File: src/design/dbfb_pkg.sv
// shared types, codes and frame encoding for the dshot bit-plane frame builder
`timescale 1ns / 1ps

package dbfb_pkg;

    // number of channels that set and clear commands may address
    localparam int CHANNELS = 8;
    localparam int PLANES   = 16;
    localparam int PIDX_W   = 4;

    localparam logic [PIDX_W-1:0] PLANE_LAST = PIDX_W'(PLANES - 1);

    // command codes
    localparam logic [1:0] FN_SET   = 2'd0;
    localparam logic [1:0] FN_CLEAR = 2'd1;
    localparam logic [1:0] FN_SEND  = 2'd2;

    // plane indices touched by the post-send repair
    localparam int TEL_PLANE = 11;
    localparam int CRC0_PLANE = 15;

    // commands from controller to datapath
    typedef struct packed {
        logic               do_set;
        logic               do_clear;
        logic               load;
        logic [PIDX_W-1:0]  idx;
        logic               last;
        logic               fix;
    } t_dp_cmd;

    // 16-bit frame: throttle, telemetry bit, xor-nibble crc
    function automatic logic [15:0] build_frame(input logic [10:0] thr, input logic tel);
        logic [15:0] enc;
        logic [7:0]  crc;
        enc = {thr, tel, 4'h0};
        crc = enc[7:0] ^ enc[15:8];
        crc = crc ^ {4'h0, crc[7:4]};
        return {enc[15:4], crc[3:0]};
    endfunction

endpackage

File: src/design/dbfb_if.sv
// handshake channels for commands and plane results
`timescale 1ns / 1ps

interface dbfb_in_if;
    logic        valid;
    logic        ready;
    logic [1:0]  func;
    logic [2:0]  channel;
    logic [10:0] throttle;
    logic        telemetry_req;

    modport source (output valid, func, channel, throttle, telemetry_req, input ready);
    modport sink   (input valid, func, channel, throttle, telemetry_req, output ready);
endinterface

interface dbfb_out_if;
    logic       valid;
    logic       ready;
    logic [7:0] plane_byte;
    logic [3:0] plane_index;
    logic [7:0] active_mask;
    logic       last;

    modport source (output valid, plane_byte, plane_index, active_mask, last, input ready);
    modport sink   (input valid, plane_byte, plane_index, active_mask, last, output ready);
endinterface

File: src/design/dbfb_ctrl.sv
// command decode and plane emission sequencer
`timescale 1ns / 1ps

module dbfb_ctrl
    import dbfb_pkg::*;
#(
    parameter int CHANNELS = dbfb_pkg::CHANNELS
)
(
    input  logic        i_clk,
    input  logic        i_rst_n,
    input  logic        i_in_valid,
    input  logic [1:0]  i_func,
    input  logic [2:0]  i_channel,
    input  logic        i_out_free,
    output logic        o_in_ready,
    output t_dp_cmd     o_cmd
);

    typedef enum logic {
        S_IDLE,
        S_SEND
    } t_state;

    t_state             r_state;
    logic [PIDX_W-1:0]  r_idx;
    logic               w_accept;
    logic               w_ch_ok;

    assign o_in_ready = (r_state == S_IDLE);
    assign w_accept   = i_in_valid && o_in_ready;
    assign w_ch_ok    = ({1'b0, i_channel} < 4'(CHANNELS));

    // command decode and plane load/repair strobes
    always_comb begin
        o_cmd          = '0;
        o_cmd.idx      = r_idx;
        o_cmd.last     = (r_idx == PLANE_LAST);
        if (w_accept && w_ch_ok) begin
            unique case (i_func)
                FN_SET:   o_cmd.do_set   = 1'b1;
                FN_CLEAR: o_cmd.do_clear = 1'b1;
                default:  ;
            endcase
        end
        if (r_state == S_SEND && i_out_free) begin
            o_cmd.load = 1'b1;
            o_cmd.fix  = (r_idx == PLANE_LAST);
        end
    end

    // state and plane counter
    always_ff @(posedge i_clk) begin
        if (!i_rst_n) begin
            r_state <= S_IDLE;
            r_idx   <= '0;
        end else begin
            unique case (r_state)
                S_IDLE: begin
                    r_idx <= '0;
                    if (w_accept && i_func == FN_SEND) begin
                        r_state <= S_SEND;
                    end
                end
                S_SEND: begin
                    if (i_out_free) begin
                        r_idx <= r_idx + 1'b1;
                        if (r_idx == PLANE_LAST) begin
                            r_state <= S_IDLE;
                        end
                    end
                end
                default: r_state <= S_IDLE;
            endcase
        end
    end

`ifndef SYNTHESIS
    a_fix_only_on_last: assert property (@(posedge i_clk) disable iff (!i_rst_n)
        o_cmd.fix |-> (o_cmd.load && o_cmd.idx == PLANE_LAST))
        else $error("plane repair outside the last plane load");
    a_send_starts: assert property (@(posedge i_clk) disable iff (!i_rst_n)
        (w_accept && i_func == FN_SEND) |=> (r_state == S_SEND && r_idx == '0))
        else $error("send transfer did not start emission at plane 0");
    a_idx_steps: assert property (@(posedge i_clk) disable iff (!i_rst_n)
        (o_cmd.load && r_idx != PLANE_LAST) |=> (r_idx == $past(r_idx) + 1'b1))
        else $error("plane counter skipped");
    a_no_update_during_send: assert property (@(posedge i_clk) disable iff (!i_rst_n)
        !((o_cmd.do_set || o_cmd.do_clear) && r_state == S_SEND))
        else $error("plane update during emission");
`endif

endmodule

File: src/design/dbfb_dp.sv
// bit-plane storage, active mask and output register
`timescale 1ns / 1ps

module dbfb_dp
    import dbfb_pkg::*;
(
    input  logic        i_clk,
    input  logic        i_rst_n,
    input  t_dp_cmd     i_cmd,
    input  logic [2:0]  i_channel,
    input  logic [10:0] i_throttle,
    input  logic        i_telemetry_req,
    input  logic        i_out_ready,
    output logic        o_out_free,
    output logic        o_out_valid,
    output logic [7:0]  o_plane_byte,
    output logic [3:0]  o_plane_index,
    output logic [7:0]  o_active_mask,
    output logic        o_last
);

    logic [7:0]         r_planes [PLANES];
    logic [7:0]         r_active;
    logic               r_out_valid;
    logic [7:0]         r_plane_byte;
    logic [PIDX_W-1:0]  r_plane_index;
    logic [7:0]         r_active_mask;
    logic               r_last;
    logic [15:0]        w_frame;

    assign w_frame    = build_frame(i_throttle, i_telemetry_req);
    assign o_out_free = !r_out_valid || i_out_ready;

    // plane store and active mask
    always_ff @(posedge i_clk) begin
        if (!i_rst_n) begin
            for (int i = 0; i < PLANES; i++) begin
                r_planes[i] <= '0;
            end
            r_active <= '0;
        end else begin
            if (i_cmd.do_set) begin
                r_active[i_channel] <= 1'b1;
                for (int i = 0; i < PLANES; i++) begin
                    r_planes[i][i_channel] <= ~w_frame[PLANES-1-i];
                end
            end else if (i_cmd.do_clear) begin
                r_active[i_channel] <= 1'b0;
                for (int i = 0; i < PLANES; i++) begin
                    r_planes[i][i_channel] <= 1'b0;
                end
            end else if (i_cmd.fix) begin
                // drop telemetry bit and flip the crc low bit to match
                r_planes[CRC0_PLANE] <= ~(r_planes[CRC0_PLANE] ^ r_planes[TEL_PLANE]);
                r_planes[TEL_PLANE]  <= 8'hFF;
            end
        end
    end

    // output register valid
    always_ff @(posedge i_clk) begin
        if (!i_rst_n) begin
            r_out_valid <= 1'b0;
        end else if (i_cmd.load) begin
            r_out_valid <= 1'b1;
        end else if (i_out_ready) begin
            r_out_valid <= 1'b0;
        end
    end

    // output register payload
    always_ff @(posedge i_clk) begin
        if (i_cmd.load) begin
            r_plane_byte  <= r_planes[i_cmd.idx];
            r_plane_index <= i_cmd.idx;
            r_active_mask <= r_active;
            r_last        <= i_cmd.last;
        end
    end

    assign o_out_valid   = r_out_valid;
    assign o_plane_byte  = r_plane_byte;
    assign o_plane_index = r_plane_index;
    assign o_active_mask = r_active_mask;
    assign o_last        = r_last;

endmodule

File: src/design/dshot_bitplane_frame_builder.sv
// top level of the dshot bit-plane frame builder
`timescale 1ns / 1ps

// Keeps up to eight 16-bit dshot frames (11-bit throttle, telemetry bit,
// xor-nibble crc) stored as 16 inverted bit planes, one byte per frame bit
// and one bit per channel. Set and clear commands produce no output. A send
// command is accepted and then emits the 16 planes, most significant frame
// bit first, through the plane counter and the single output register, one
// per cycle while the sink is ready; output stalls hold the emission. No
// new command is taken while planes are being emitted. After the last plane
// all telemetry bits are cleared and the crc low bit is repaired.
module dshot_bitplane_frame_builder
    import dbfb_pkg::*;
#(
    parameter int CHANNELS = dbfb_pkg::CHANNELS
)
(
    input  logic        i_clk,
    input  logic        i_rst_n,
    dbfb_in_if.sink     i_cmd,
    dbfb_out_if.source  o_plane
);

    t_dp_cmd    w_cmd;
    logic       w_out_free;
    logic       w_in_ready;

    assign i_cmd.ready = w_in_ready;

    // command sequencer
    dbfb_ctrl #(
        .CHANNELS   (CHANNELS)
    ) u_ctrl (
        .i_clk      (i_clk),
        .i_rst_n    (i_rst_n),
        .i_in_valid (i_cmd.valid),
        .i_func     (i_cmd.func),
        .i_channel  (i_cmd.channel),
        .i_out_free (w_out_free),
        .o_in_ready (w_in_ready),
        .o_cmd      (w_cmd)
    );

    // plane storage and output
    dbfb_dp u_dp (
        .i_clk           (i_clk),
        .i_rst_n         (i_rst_n),
        .i_cmd           (w_cmd),
        .i_channel       (i_cmd.channel),
        .i_throttle      (i_cmd.throttle),
        .i_telemetry_req (i_cmd.telemetry_req),
        .i_out_ready     (o_plane.ready),
        .o_out_free      (w_out_free),
        .o_out_valid     (o_plane.valid),
        .o_plane_byte    (o_plane.plane_byte),
        .o_plane_index   (o_plane.plane_index),
        .o_active_mask   (o_plane.active_mask),
        .o_last          (o_plane.last)
    );

endmodule
File: src/flat_wrapper.sv
// flat-port wrapper written by rule: the top's interface ports become plain ports
module dshot_bitplane_frame_builder_flat import dbfb_pkg::*;
#(
    parameter int CHANNELS = dbfb_pkg::CHANNELS
)
  (i_clk, i_rst_n, i_cmd_valid, i_cmd_func, i_cmd_channel, i_cmd_throttle, i_cmd_telemetry_req, i_cmd_ready, o_plane_valid, o_plane_plane_byte, o_plane_plane_index, o_plane_active_mask, o_plane_last, o_plane_ready);
  dbfb_in_if i_cmd_i ();
  dbfb_out_if o_plane_i ();
  input  logic i_clk;
  input  logic i_rst_n;
  input wire logic [$bits(i_cmd_i.valid)-1:0] i_cmd_valid;
  input wire logic [$bits(i_cmd_i.func)-1:0] i_cmd_func;
  input wire logic [$bits(i_cmd_i.channel)-1:0] i_cmd_channel;
  input wire logic [$bits(i_cmd_i.throttle)-1:0] i_cmd_throttle;
  input wire logic [$bits(i_cmd_i.telemetry_req)-1:0] i_cmd_telemetry_req;
  output wire logic [$bits(i_cmd_i.ready)-1:0] i_cmd_ready;
  output wire logic [$bits(o_plane_i.valid)-1:0] o_plane_valid;
  output wire logic [$bits(o_plane_i.plane_byte)-1:0] o_plane_plane_byte;
  output wire logic [$bits(o_plane_i.plane_index)-1:0] o_plane_plane_index;
  output wire logic [$bits(o_plane_i.active_mask)-1:0] o_plane_active_mask;
  output wire logic [$bits(o_plane_i.last)-1:0] o_plane_last;
  input wire logic [$bits(o_plane_i.ready)-1:0] o_plane_ready;
  assign i_cmd_i.valid = i_cmd_valid;
  assign i_cmd_i.func = i_cmd_func;
  assign i_cmd_i.channel = i_cmd_channel;
  assign i_cmd_i.throttle = i_cmd_throttle;
  assign i_cmd_i.telemetry_req = i_cmd_telemetry_req;
  assign i_cmd_ready = i_cmd_i.ready;
  assign o_plane_valid = o_plane_i.valid;
  assign o_plane_plane_byte = o_plane_i.plane_byte;
  assign o_plane_plane_index = o_plane_i.plane_index;
  assign o_plane_active_mask = o_plane_i.active_mask;
  assign o_plane_last = o_plane_i.last;
  assign o_plane_i.ready = o_plane_ready;
  dshot_bitplane_frame_builder #(.CHANNELS(CHANNELS)) u_core (.i_clk(i_clk), .i_rst_n(i_rst_n), .i_cmd(i_cmd_i), .o_plane(o_plane_i));
endmodule
File: config.mk
export PLATFORM = sky130hd
export DESIGN_NAME = dshot_bitplane_frame_builder_flat
export DESIGN_NICKNAME = d
export VERILOG_FILES = /design/src/design/dbfb_pkg.sv /design/src/design/dbfb_if.sv /design/src/design/dbfb_ctrl.sv /design/src/design/dbfb_dp.sv /design/src/design/dshot_bitplane_frame_builder.sv /design/src/flat_wrapper.sv
export SDC_FILE = /design/constraint.sdc
export NUM_CORES = 1
export LEC_CHECK = 0
export ABC_AREA = 1
export BUFFER_PORTS_ARGS = -buffer_cell sky130_fd_sc_hd__buf_4
export CAP_MARGIN = 20
export CORE_MARGIN = 2
export CORE_UTILIZATION = 61
export CTS_BUF_LIST = sky130_fd_sc_hd__clkbuf_16
export CTS_CLUSTER_DIAMETER = 80
export CTS_CLUSTER_SIZE = 8
export DETAILED_ROUTE_END_ITERATION = 10
export PLACE_DENSITY = 0.8
export SETUP_SLACK_MARGIN = 0.3
export SYNTH_ARGS = -nofsm -noshare
export SYNTH_HDL_FRONTEND = slang
export SYNTH_SLANG_ARGS = --single-unit
File: constraint.sdc
create_clock -name i_clk -period 2.9 [get_ports i_clk]
set_clock_uncertainty 0.15 [all_clocks]
set_input_delay 0.87 -clock i_clk [delete_from_list [all_inputs] [get_ports i_clk]]
set_output_delay 0.87 -clock i_clk [all_outputs]
set_load 0.05 [all_outputs]
==> impl_metrics.yaml <==
sta:
  worst_pin_slew_ns: 0.689
  fin_crit_ns: 2.29
  setup_viol_count_final: 0
  slew_headroom_pct: 54.0
  max_freq_ghz: 0.436
  setup_tns_ns: 0
  rsz0062_at_grt: "no"
  post-route-period-util_pct: 79.0
  drv_slew: 0
  hold_violations: 0
clocking:
  cts-hold-fix-buffers: 0
  tritoncts: "built"
  clkLatencyLatePin_ns: 0.43
  cts_root_buffer: "clkbuf_16"
  clk_path_buf_depth: 2
  htreeDepth: 4
  clock_sinks: 163
  post_cts_buffers: 0
  clk_pin_slew_ns: 0.06
  cts_resized: 0
  cts_buffers: 17
global_route:
  globalRouteMet2Util_pct: 45.9
  use_met3_pct: 5.81
  track_usage_pct: 28.5
  overflow: 0
  antenna_found_initial: 0
  grt_max_degree: 53
  use_met1_pct: 37.3
  grt_pass1_wl_mm: 30.6
  grt_pass1_vias: 6027
  grt_busiest_layer: "met2"
critical_path:
  rr_startpoint: "u_core.u_ctrl.r_idx[0]$_SDFFE_PN0P_"
  endpoint_kind: "register"
  max_stage_delay_ns: 0.62
  critPathArrivalTime_ns: 2.30
  reg2reg_slack_ns: 0.61
  crit_fanout: 22
  cpMostUsedCell: "nand2_1"
  cp_num_buf_inv: 0
  start_kind: "register"
  cp.depth: 6
  criticalPathCategory: "reg2reg"
  reg2reg_to: "u_core.u_dp.r_planes[15][6]$_DFFE_PP_"
  ff2ff_path_depth: 6
  crit_slowest_cell: "dfxtp_2"
  crit_chain: "ha_1, nand3_1, nor2_1, nand2_1, nand2_1, o21ai_0"
  path_delay_family: "simple AND/OR/NAND/NOR gates"
  required_ns: 2.91
final_layout:
  finalNetCount: 1035
  fill_cells: 1025
  ff_latch_area_um2: 4280
  drive_above_1_share_pct: 11.1
  finalCoreUtilization_pct: 70.4
  stdcell_count: 1198
  area_growth_pct: 13.0
  multi_input_area_um2: 2840
  design_area_um2: 8890
  antenna_cells: 0
synthesis:
  synth_cell_types: 27
  ys_seq_elements: 163
  syn_inst: 990
  synth_area_per_cell_um2: 7.94
  synthFlopType: "edfxtp_1"
  synth_edf_count: 101
  synthArstFlopShare_pct: 0
  ys_seq_area_share_pct: 54.4
  syn-cell-area_um2: 7860
  syn-num-nets: 1012
  yosys_warnings: 0
placement:
  placed_area_um2: 8280
  dp.cells: 1166
  gp_congestion: 0.907
  port_buffers: 43
  hpwlAfterDp_mm: 12.4
detailed_routing:
  vias: 6556
  drt_pass1_iterations: 5
  drc: 0
  wire_per_inst_um: 15.9
  drt_iter0_drc: 647
  antenna_left: 0
  wirelength_mm: 19.0
  via_per_inst: 5.47
power_and_ir_drop:
  power_density_nw_per_um2: 590
  p_leak_uw: 0.00387
  vdd_drop_max_uv: 386
worst_hold_path:
  min_to: "u_core.u_dp.o_active_mask[4]$_DFFE_PP_"
  min_path_type: "reg2reg"
  min_delay_path_depth: 0
die:
  die_h_um: 118
  core_area_um2: 12600
  die_w_um: 118
  start_util_pct: 62.3
  rows: 41
  ios: 44
  dieArea_um2: 13800
run:
  drv_cap: 0
status:
  status: "completed"
-- metrics by stage --
step                power [uW]  hold slack [ns]  setup WS (ns)
CTS                       5240            0.292          0.646
finish                    5240            0.294          0.609
floorplan                 2860            0.259          0.446
detailed placement        2980            0.269          0.472
global route              5400            0.304          0.470
global placement          2970            0.278          0.517
-- sequential cells by signal (all words and copies together) (netlist names), named ones only --
name	cells
u_core.u_dp.o_active_mask	8
u_core.u_dp.o_plane_index	4
u_core.u_ctrl.r_state	1
u_core.u_dp.o_last	1
u_core.u_ctrl.r_idx	4
u_core.u_dp.o_plane_byte	8
u_core.u_dp.o_out_valid	1
u_core.u_dp.r_planes	128
-- final cells by class --
cell class / instances / area share, %
inverter: 132 / 5.58
multi-input combinational: 641 / 32.0
sequential: 163 / 48.1
tap: 172 / 2.42
clock buffer: 18 / 5.07
timing repair buffer: 58 / 5.04
clock inverter: 14 / 1.82
-- placed cells by master, fill, tap and decap left out, types with 2 or more instances in the layout --
master	Yosys	final
o22ai_2	4	4
nand2_2	4	4
inv_2	2	2
dfxtp_1	62	61
a21oi_1	32	32
bufinv_16	0	3
nor2_4	2	2
nand3_1	144	144
clkinv_1	3	3
buf_4	1	57
clkinv_2	0	3
nand3b_1	2	2
edfxtp_1	101	101
nor2_2	3	4
nor3_1	2	2
clkinv_4	0	2
nand3_2	3	3
o21ai_0	21	21
o22ai_1	12	12
o21ai_2	7	7
clkbuf_16	0	18
nor2_1	97	96
nand2_1	303	303
xnor2_1	3	3
inv_1	127	130
-- metal layers --
layer / up-vias / share of wire (%)
met1: 2955 / 40
met2: 347 / 48
met4: 0 / 2.7
li1: 3211 / -
met3: 43 / 9.4
met5: - / 0
-- synth_stat cells, types with 4 or more instances --
library cell / instances / area share, %
nand3_1: 144 / 9.2
o21ai_0: 21 / 1.3
buf_1: 4 / 0.19
o22ai_2: 4 / 0.64
nand2_1: 303 / 14
nor2_1: 97 / 4.6
edfxtp_1: 101 / 39
inv_1: 127 / 6.1
nand2_2: 4 / 0.32
a21oi_1: 32 / 2.0
clkbuf_1: 15 / 0.72
o22ai_1: 12 / 0.95
o21ai_2: 7 / 0.78
buf_2: 33 / 2.1
dfxtp_1: 62 / 16
-- worst max path at each step --
stage                                   startpoint                                      to
6_report       u_core.u_ctrl.r_idx[0]$_SDFFE_PN0P_   u_core.u_dp.r_planes[15][6]$_DFFE_PP_
5_1_grt        u_core.u_ctrl.r_idx[0]$_SDFFE_PN0P_   u_core.u_dp.r_planes[15][2]$_DFFE_PP_
4_1_cts        u_core.u_ctrl.r_idx[0]$_SDFFE_PN0P_   u_core.u_dp.r_planes[15][2]$_DFFE_PP_
3_5_place_dp                         o_plane_ready   u_core.u_dp.r_planes[15][5]$_DFFE_PP_
3_3_place_gp                         o_plane_ready   u_core.u_dp.r_planes[15][7]$_DFFE_PP_
2_1_floorplan                        o_plane_ready  u_core.u_dp.o_active_mask[0]$_DFFE_PP_
-- kinds of logic (layout without fill, tap and decap cells) --
kind of cell,count (synthesis),in the layout,synth area share (%)
fa+ha+maj,1,1,0.159
xor+xnor,3,3,0.334
buf+inv,186,222,9.55
flops,163,163,54.4
compound gates,77,77,5.81
simple gates,560,560,29.8
-- power by group --
part	switching [uW]	total [uW]	internal, uW
clock	905	2310	1400
combinational	285	391	106
sequential	25.0	2550	2520
total	1220	5240	4030
(Power assumes the default switching activity.)
